### config.mk
export PLATFORM = sky130hd
export DESIGN_NAME = fixed_width_text_decoder
export DESIGN_NICKNAME = d
export VERILOG_FILES = /design/src/rtl/fwtd_pkg.sv /design/src/rtl/fwtd_ram.sv /design/src/rtl/fwtd_front.sv /design/src/rtl/fwtd_queue.sv /design/src/rtl/fixed_width_text_decoder.sv
export SDC_FILE = /design/constraint.sdc
export NUM_CORES = 2
export LEC_CHECK = 0
export BUFFER_PORTS_ARGS = -buffer_cell sky130_fd_sc_hd__buf_2
export CAP_MARGIN = 10
export CORE_AREA = 3 3 402 563
export DETAILED_ROUTE_END_ITERATION = 10
export DIE_AREA = 0 0 405 566
export GPL_ROUTABILITY_DRIVEN = 0
export HOLD_SLACK_MARGIN = 0.1
export PLACE_DENSITY = 0.77
export SLEW_MARGIN = 20
export SYNTH_ARGS = -nofsm -noshare
export SYNTH_HDL_FRONTEND = slang
export SYNTH_SLANG_ARGS = --single-unit
### constraint.sdc
create_clock -name clk_i -period 3.7 [get_ports clk_i]
set_input_delay 0.185 -clock clk_i [delete_from_list [all_inputs] [get_ports clk_i]]
set_output_delay 0.185 -clock clk_i [all_outputs]
set_load 0.01 [all_outputs]
### src/rtl/fwtd_pkg.sv
// fwtd_pkg: shared types and constants of the fixed width text decoder
// no dependencies; imported by every module of the block but fwtd_ram

package fwtd_pkg;

  localparam int TABLE_DEPTH = 128;
  localparam int TABLE_AW    = $clog2(TABLE_DEPTH);
  localparam int CP_W        = 21;
  localparam int OUT_W       = 24;
  localparam int CP_PAD      = OUT_W - CP_W;
  localparam int MODE_W      = 3;
  localparam int APB_AW      = 3;
  localparam int APB_DW      = 32;

  // decode modes
  localparam logic [MODE_W-1:0] MODE_CP    = 3'd0;
  localparam logic [MODE_W-1:0] MODE_U16LE = 3'd1;
  localparam logic [MODE_W-1:0] MODE_U16BE = 3'd2;
  localparam logic [MODE_W-1:0] MODE_U32LE = 3'd3;
  localparam logic [MODE_W-1:0] MODE_U32BE = 3'd4;

  // input commands
  localparam logic CMD_DATA  = 1'b0;
  localparam logic CMD_WRITE = 1'b1;

  // register index taken from paddr[2]
  localparam logic REG_DECODE_MODE = 1'b0;

  typedef struct packed {
    logic [OUT_W-1:0] code_point;
    logic             char_valid;
    logic             stream_end;
    logic [1:0]       dropped_bytes;
  } fwtd_res_t;

endpackage

### src/rtl/fwtd_ram.sv
// fwtd_ram: generic single write port RAM with registered read
// no dependencies

module fwtd_ram #(
  parameter int WIDTH = 21,
  parameter int DEPTH = 128,
  localparam int AW   = $clog2(DEPTH)
) (
  input  logic             clk_i,
  input  logic             we_i,
  input  logic [AW-1:0]    waddr_i,
  input  logic [WIDTH-1:0] wdata_i,
  input  logic             re_i,
  input  logic [AW-1:0]    raddr_i,
  output logic [WIDTH-1:0] rdata_o
);

  logic [WIDTH-1:0] mem_q [DEPTH];
  logic [WIDTH-1:0] rdata_q;

  always_ff @(posedge clk_i) begin
    if (we_i) begin
      mem_q[waddr_i] <= wdata_i;
    end
    if (re_i) begin
      rdata_q <= mem_q[raddr_i];
    end
  end

  assign rdata_o = rdata_q;

endmodule

### src/rtl/fwtd_front.sv
// fwtd_front: accepts input transactions, assembles utf16/utf32 units,
// owns the code page table and resolves lookups; depends on fwtd_pkg, fwtd_ram

module fwtd_front #(
  parameter int QUEUE_DEPTH = 4,
  localparam int CW         = $clog2(QUEUE_DEPTH + 1)
) (
  input  logic                               clk_i,
  input  logic                               rst_ni,
  input  logic                               in_valid_i,
  output logic                               in_stall_o,
  input  logic                               command_i,
  input  logic [7:0]                         byte_value_i,
  input  logic [fwtd_pkg::TABLE_AW-1:0]      entry_index_i,
  input  logic [fwtd_pkg::CP_W-1:0]          entry_code_point_i,
  input  logic                               end_of_stream_i,
  input  logic [fwtd_pkg::MODE_W-1:0]        mode_i,
  input  logic                               clear_i,
  input  logic [CW-1:0]                      q_count_i,
  output logic                               push_o,
  output fwtd_pkg::fwtd_res_t                push_res_o
);

  import fwtd_pkg::*;

  logic             accept;
  logic             is_data;
  logic [CW:0]      occupancy;
  logic [OUT_W-1:0] asm_q, asm_d, asm_nx;
  logic [1:0]       cnt_q, cnt_d;
  logic [2:0]       cnt_nx;
  logic             little, short_unit, unit_done;
  logic             emit, lookup;
  fwtd_res_t        res;
  logic             s1_valid_q, s1_lookup_q;
  fwtd_res_t        s1_res_q;
  logic             tbl_we, tbl_re;
  logic [CP_W-1:0]  tbl_rdata;

  // lookup stage plus queue must have room for everything in flight
  assign occupancy  = {1'b0, q_count_i} + (CW + 1)'(s1_valid_q);
  assign in_stall_o = occupancy >= (CW + 1)'(QUEUE_DEPTH);
  assign accept     = in_valid_i & ~in_stall_o;
  assign is_data    = command_i == CMD_DATA;

  assign tbl_we = accept & (command_i == CMD_WRITE);
  assign tbl_re = accept & is_data & (mode_i == MODE_CP) & byte_value_i[7];

  fwtd_ram #(
    .WIDTH (CP_W),
    .DEPTH (TABLE_DEPTH)
  ) u_table (
    .clk_i   (clk_i),
    .we_i    (tbl_we),
    .waddr_i (entry_index_i),
    .wdata_i (entry_code_point_i),
    .re_i    (tbl_re),
    .raddr_i (byte_value_i[TABLE_AW-1:0]),
    .rdata_o (tbl_rdata)
  );

  assign little     = (mode_i == MODE_U16LE) || (mode_i == MODE_U32LE);
  assign short_unit = (mode_i == MODE_U16LE) || (mode_i == MODE_U16BE);
  assign cnt_nx     = {1'b0, cnt_q} + 3'd1;
  assign unit_done  = short_unit ? (cnt_nx >= 3'd2) : (cnt_nx == 3'd4);

  // little endian places byte k at bit 8k, a fourth byte falls off
  always_comb begin
    if (little) begin
      case (cnt_q)
        2'd0:    asm_nx = asm_q | {16'd0, byte_value_i};
        2'd1:    asm_nx = asm_q | {8'd0, byte_value_i, 8'd0};
        2'd2:    asm_nx = asm_q | {byte_value_i, 16'd0};
        default: asm_nx = asm_q;
      endcase
    end else begin
      asm_nx = {asm_q[OUT_W-9:0], byte_value_i};
    end
  end

  always_comb begin
    asm_d  = asm_q;
    cnt_d  = cnt_q;
    res    = '0;
    emit   = 1'b0;
    lookup = 1'b0;
    if (clear_i) begin
      asm_d = '0;
      cnt_d = '0;
    end else if (accept && is_data) begin
      case (mode_i)
        MODE_CP: begin
          emit           = 1'b1;
          res.char_valid = 1'b1;
          res.stream_end = end_of_stream_i;
          if (byte_value_i[7]) begin
            lookup = 1'b1;
          end else begin
            res.code_point = {16'd0, byte_value_i};
          end
        end
        MODE_U16LE, MODE_U16BE, MODE_U32LE, MODE_U32BE: begin
          if (unit_done) begin
            emit           = 1'b1;
            res.char_valid = 1'b1;
            res.stream_end = end_of_stream_i;
            res.code_point = short_unit ? {8'd0, asm_nx[15:0]} : asm_nx;
            asm_d          = '0;
            cnt_d          = '0;
          end else if (end_of_stream_i) begin
            emit              = 1'b1;
            res.stream_end    = 1'b1;
            res.dropped_bytes = cnt_nx[1:0];
            asm_d             = '0;
            cnt_d             = '0;
          end else begin
            asm_d = asm_nx;
            cnt_d = cnt_nx[1:0];
          end
        end
        default: begin
          // undefined modes only report the end of the stream
          if (end_of_stream_i) begin
            emit           = 1'b1;
            res.stream_end = 1'b1;
          end
        end
      endcase
    end
  end

  always_ff @(posedge clk_i or negedge rst_ni) begin
    if (!rst_ni) begin
      asm_q      <= '0;
      cnt_q      <= '0;
      s1_valid_q <= 1'b0;
    end else begin
      asm_q      <= asm_d;
      cnt_q      <= cnt_d;
      s1_valid_q <= emit;
    end
  end

  always_ff @(posedge clk_i) begin
    s1_lookup_q <= lookup;
    s1_res_q    <= res;
  end

  always_comb begin
    push_o     = s1_valid_q;
    push_res_o = s1_res_q;
    if (s1_lookup_q) begin
      push_res_o.code_point = {{CP_PAD{1'b0}}, tbl_rdata};
    end
  end

endmodule

### src/rtl/fwtd_queue.sv
// fwtd_queue: result queue between the front part and the output channel
// depends on fwtd_pkg

module fwtd_queue #(
  parameter int DEPTH = 4,
  localparam int CW   = $clog2(DEPTH + 1),
  localparam int PW   = $clog2(DEPTH)
) (
  input  logic                clk_i,
  input  logic                rst_ni,
  input  logic                push_i,
  input  fwtd_pkg::fwtd_res_t push_res_i,
  output logic [CW-1:0]       count_o,
  output logic                out_valid_o,
  input  logic                out_stall_i,
  output fwtd_pkg::fwtd_res_t head_o
);

  import fwtd_pkg::*;

  fwtd_res_t     mem_q [DEPTH];
  logic [PW-1:0] wr_ptr_q, wr_ptr_d, rd_ptr_q, rd_ptr_d;
  logic [CW-1:0] count_q, count_d;
  logic          pop;

  assign out_valid_o = count_q != '0;
  assign pop         = out_valid_o & ~out_stall_i;
  assign head_o      = mem_q[rd_ptr_q];
  assign count_o     = count_q;

  always_comb begin
    wr_ptr_d = wr_ptr_q;
    rd_ptr_d = rd_ptr_q;
    count_d  = count_q;
    if (push_i) begin
      wr_ptr_d = (wr_ptr_q == PW'(DEPTH - 1)) ? '0 : wr_ptr_q + PW'(1);
    end
    if (pop) begin
      rd_ptr_d = (rd_ptr_q == PW'(DEPTH - 1)) ? '0 : rd_ptr_q + PW'(1);
    end
    case ({push_i, pop})
      2'b10:   count_d = count_q + CW'(1);
      2'b01:   count_d = count_q - CW'(1);
      default: count_d = count_q;
    endcase
  end

  always_ff @(posedge clk_i or negedge rst_ni) begin
    if (!rst_ni) begin
      wr_ptr_q <= '0;
      rd_ptr_q <= '0;
      count_q  <= '0;
    end else begin
      wr_ptr_q <= wr_ptr_d;
      rd_ptr_q <= rd_ptr_d;
      count_q  <= count_d;
    end
  end

  always_ff @(posedge clk_i) begin
    if (push_i) begin
      mem_q[wr_ptr_q] <= push_res_i;
    end
  end

endmodule

### src/rtl/fixed_width_text_decoder.sv
// fixed_width_text_decoder: top level with the decode_mode register port
// depends on fwtd_pkg, fwtd_front, fwtd_queue (and fwtd_ram below fwtd_front)

// Turns a byte stream into code points in code page, utf16 le/be or utf32 le/be
// mode. One input transaction is taken per clock cycle while in_stall_o is low;
// a result goes through the table read stage register (the registered read of
// the 128-entry code page table for lookups) and then the result queue. Input
// stalls once the table read stage and the queue together hold QUEUE_DEPTH
// results, so a stalled output buffers QUEUE_DEPTH results before the input
// stops. Table writes travel as input transactions and take effect in stream
// order. decode_mode is written over the register port and restarts unit
// assembly; the user must write it only while the block is idle (not enforced).

module fixed_width_text_decoder #(
  parameter int QUEUE_DEPTH = 4
) (
  input  logic                           clk_i,
  input  logic                           rst_ni,
  input  logic                           psel,
  input  logic                           penable,
  input  logic                           pwrite,
  input  logic [fwtd_pkg::APB_AW-1:0]    paddr,
  input  logic [fwtd_pkg::APB_DW-1:0]    pwdata,
  output logic [fwtd_pkg::APB_DW-1:0]    prdata,
  output logic                           pready,
  input  logic                           in_valid_i,
  output logic                           in_stall_o,
  input  logic                           command_i,
  input  logic [7:0]                     byte_value_i,
  input  logic [fwtd_pkg::TABLE_AW-1:0]  entry_index_i,
  input  logic [fwtd_pkg::CP_W-1:0]      entry_code_point_i,
  input  logic                           end_of_stream_i,
  output logic                           out_valid_o,
  input  logic                           out_stall_i,
  output logic [fwtd_pkg::OUT_W-1:0]     code_point_o,
  output logic                           char_valid_o,
  output logic                           stream_end_o,
  output logic [1:0]                     dropped_bytes_o
);

  import fwtd_pkg::*;

  localparam int CW = $clog2(QUEUE_DEPTH + 1);

  logic [MODE_W-1:0] mode_q;
  logic              reg_hit, mode_wr;
  logic [CW-1:0]     q_count;
  logic              push;
  fwtd_res_t         push_res, head;

  assign pready  = 1'b1;
  assign reg_hit = paddr[2] == REG_DECODE_MODE;
  assign mode_wr = psel & penable & pwrite & pready & reg_hit;
  assign prdata  = reg_hit ? {{(APB_DW - MODE_W){1'b0}}, mode_q} : '0;

  always_ff @(posedge clk_i or negedge rst_ni) begin
    if (!rst_ni) begin
      mode_q <= MODE_CP;
    end else if (mode_wr) begin
      mode_q <= pwdata[MODE_W-1:0];
    end
  end

  fwtd_front #(
    .QUEUE_DEPTH (QUEUE_DEPTH)
  ) u_front (
    .clk_i              (clk_i),
    .rst_ni             (rst_ni),
    .in_valid_i         (in_valid_i),
    .in_stall_o         (in_stall_o),
    .command_i          (command_i),
    .byte_value_i       (byte_value_i),
    .entry_index_i      (entry_index_i),
    .entry_code_point_i (entry_code_point_i),
    .end_of_stream_i    (end_of_stream_i),
    .mode_i             (mode_q),
    .clear_i            (mode_wr),
    .q_count_i          (q_count),
    .push_o             (push),
    .push_res_o         (push_res)
  );

  fwtd_queue #(
    .DEPTH (QUEUE_DEPTH)
  ) u_queue (
    .clk_i       (clk_i),
    .rst_ni      (rst_ni),
    .push_i      (push),
    .push_res_i  (push_res),
    .count_o     (q_count),
    .out_valid_o (out_valid_o),
    .out_stall_i (out_stall_i),
    .head_o      (head)
  );

  assign code_point_o    = head.code_point;
  assign char_valid_o    = head.char_valid;
  assign stream_end_o    = head.stream_end;
  assign dropped_bytes_o = head.dropped_bytes;

endmodule

==> results.md <==
* Top cell type's share of synthesized area at roughly 77%
* Maximum root-to-sink buffer count at 4
* Worst Hold End: u_front.u_table.rdata_o[9]$_DFFE_PP_
* Gr ovfl total at 0
* Mapped Avg Cell Area at 24.6 sq um
* Ys async rst share at under 10%
* Most frequent CP cell: buf_4
* Post-Route WL at 277 mm
* Leak Pwr at 39.0 nW
* CTS buffer count at 240
* Crit. End Element: flop
* Power Dens Cells at 521 nW/um^2
* Clock transition at path regs at 0.07 ns
* Remaining antenna violation count at 0
* Top FF cell, synth: edfxtp_1
* Yosys warns at 0
* Flop2flop setup slack at 0.54 ns
* Wire length on met1 at 92.1 mm
* Post-synth EDFFs at 2821
* Overall Global Routing Usage at about a quarter
* Fin crit share at 85.5%
* Worst skew pair latency at 0.89 ns
* Crit path launch: u_queue.count_o[2]$_DFFE_PN0P_
* Hold_sp: byte_value_i[6]
* CTS tree: done
* WL met2 at 143 mm
* Synthesized flop and latch total at roughly 2900
* Post-synth cell types at just over 40
* Final slew viol count at 0
* Peak Freq at 316 MHz
* DRC violation count after routing at 0
* Largest net degree at the start of global routing at roughly 110
* Cts repair resizes at 0
* Die width at roughly 410 um
* Initial antenna violation count at 22
* Final instance area at ~130000 sq um
* RSZ-0062 raised after global routing: false
* Setup ws final at around 0.54 ns
* CTS Sinks at approximately 2900
* IO buf count at 81
* Area grow syn2layout at 13.7%
* Overall power at between 60 and 70 mW
* Critical R2R Launch: u_queue.count_o[2]$_DFFE_PN0P_
* Max Cap Viol at 0
* Worst r2r dst: u_front.u_table.mem_q[38][19]$_DFFE_PP_
* Total number of vias at 52600
* Final Hold Fails at 0
* Post-Place Cells at 7534
* Cell Area, Synth at 110000 sq um
* VDD IR max at 0.460 mV
* Hold-critical path depth at 3
* Status: complete, no violations
* Core area at 221000 sq um
* First-pass GRT wire length at just under 400 mm
* Via density at 6.55
* Top-count cell post-synth: edfxtp_1
* WL per Instance at 34.5 um
* Initial core utilization at 50.0%
* Fillers at 14800
* Row Count at 204
* H-tree depth at 4
* Worst slack at placement at 0.306 ns
* DR pass1 iterations at 8
* Top Metal Used: met5
* Worst clock skew at 0.0427 ns
* Io pins at approximately 140
* Hold Buf Count CTS at 44
* Sequential fraction of the synthesis area at 78.1%
* Synthesized instance count at between 4000 and 5000
* Worst endpoint required time at 4.26 ns
* Final setup vio count at 0
* Cell taking the most area after synthesis: edfxtp_1
* Post-Layout Cell Count at 8031
* Post-DP Area at around 120000 sq um
* Critical Path AT at about 3.7 ns
* Synth area leaders: edfxtp_1, mux4_2, dfrtp_1
* NumNets Final at 5034
* Most frequent cells after synthesis: edfxtp_1, mux4_2, nor2_1
* Die height at 566 um
* Max-slew headroom at between 20% and 30%
* Tightest Hold Check Type: in2reg
* Initial DRC Count at 7506
* DPL Wire Length at about 150 mm
* Kind of critical path: reg2reg
* Die area at roughly 230000 sq um
* Routed wl met3 at 26.6 mm
* Vias in the first global route at between 50000 and 60000
* TNS Setup at 0 ns
* Worst Setup Start Kind: flop
* Path depth of the worst reg2reg path at 9
* Final Critical Period at 3.16 ns
* Post-CTS Setup Repair Bufs at 0
* Fraction of layout cells with a size suffix above 1 at 35.4%
* Crit-path cells: nor2b_1 > nand2_1 > nor3b_1 > buf_4 > nand3_2 > dlygate4sd3_1 > buf_4 > nor2_2 > buf_12
* Slowest cell on crit path: dlygate4sd3_1
* CP Max Fanout at 19
* Measured slew at the worst slew-check pin at 1.09 ns
* CTS Root Cell: clkbuf_16
* Crit-path max cell delay at ~0.64 ns
==> cell families after synthesis <==
logic type | Yosys count | synth area share (%)
other | 2 | 0.00680
muxes | 957 | 19.0
adders and majority gates | 13 | 0.154
buffers and inverters | 274 | 1.12
and+or+nand+nor | 273 | 1.07
AOI/OAI and AO/OA | 86 | 0.498
xor gates and xnor gates | 6 | 0.0476
DFF | 2887 | 78.1
==> worst max-delay path: cells and delay by family (launching register included) <==
kind,cells,cell delay (ns)
buffers and inverters,4,1.34
and+or+nand+nor,5,1.08
DFF,1,0.41
==> how the worst max path moves through the flow <==
stage                                                   end  slack [ns]  cells after the start
detailed placement     u_front.u_table.rdata_o[4]$_DFFE_PP_        0.31                      7
CTS                 u_front.u_table.mem_q[38][14]$_DFFE_PP_        0.54                      9
global placement       u_front.u_table.rdata_o[4]$_DFFE_PP_        0.35                      7
floorplan              u_front.u_table.rdata_o[0]$_DFFE_PP_        0.82                      5
global route        u_front.u_table.mem_q[38][14]$_DFFE_PP_        0.36                      9
finish              u_front.u_table.mem_q[38][19]$_DFFE_PP_        0.54                      9
==> stage by stage <==
stage / utilization, % / hold slack, ns
2_1_floorplan: - / -0.111
3_3_place_gp: 53.2 / 0.342
3_5_place_dp: 53.2 / 0.351
4_1_cts: 56.8 / 0.108
5_1_grt: 56.8 / 0.172
6_report: 56.8 / 0.167
==> layout make-up <==
type | instances | area (sq um) | share of cell area (%)
multi-input combinational | 1365 | 23400 | 18.7
sequential | 2887 | 86200 | 68.7
timing repair buffer | 435 | 4780 | 3.80
tap | 2884 | 3610 | 2.87
clock buffer | 288 | 6280 | 5.00
antenna | 10 | 25.0 | 0.0199
inverter | 12 | 45.0 | 0.0359
clock inverter | 150 | 1200 | 0.956
==> where the power goes <==
group	total, mW	internal [mW]	switching [mW]
Clock	24.6	13.2	11.3
Sequential	36.3	36.1	0.251
Combinational	4.55	1.96	2.59
Total	65.4	51.2	14.2
==> metal layers <==
layer | vias to the layer above | GRT usage [%]
met3 | 791 | 4.42
met1 | 27800 | 30.5
met2 | 3801 | 41.2
li1 | 20200 | -
met4 | 10 | 11.3
met5 | - | 0
==> layout by cell type, fill, tap and decap left out, types with 5 or more instances in the layout <==
cell type         n
and2_1            5
mux4_2          910
dfrtp_1          36
a21oi_1          16
inv_6             5
diode_2          10
nand3_1          12
dfxtp_1          29
clkinvlp_4        9
dlygate4sd3_1    45
edfxtp_1       2821
ha_1             12
a22oi_1           5
nor2_1           38
nand2_1          38
nor2_2          128
buf_12          116
buf_4           209
mux2_2           47
conb_1           30
a31oi_1           5
clkbuf_16       243
inv_1            12
clkinv_4          7
clkbuf_1         42
a221o_1          11
bufinv_16        16
nor2b_1          16
clkinv_2         54
o21ai_0          37
buf_2            55
nor3_1           11
clkinv_1         54
==> sequential cells by signal, indices dropped and copies added, names as in the netlist, 3 cells and up <==
signal / count
mode_q: 3
u_queue.mem_q: 112
u_front.asm_q: 24
u_queue.count_o: 3
u_front.u_table.rdata_o: 21
u_front.push_res_o: 4
u_front.u_table.mem_q: 2688
u_front.s1_res_q: 24
Power figures use the tool's default switching activity.
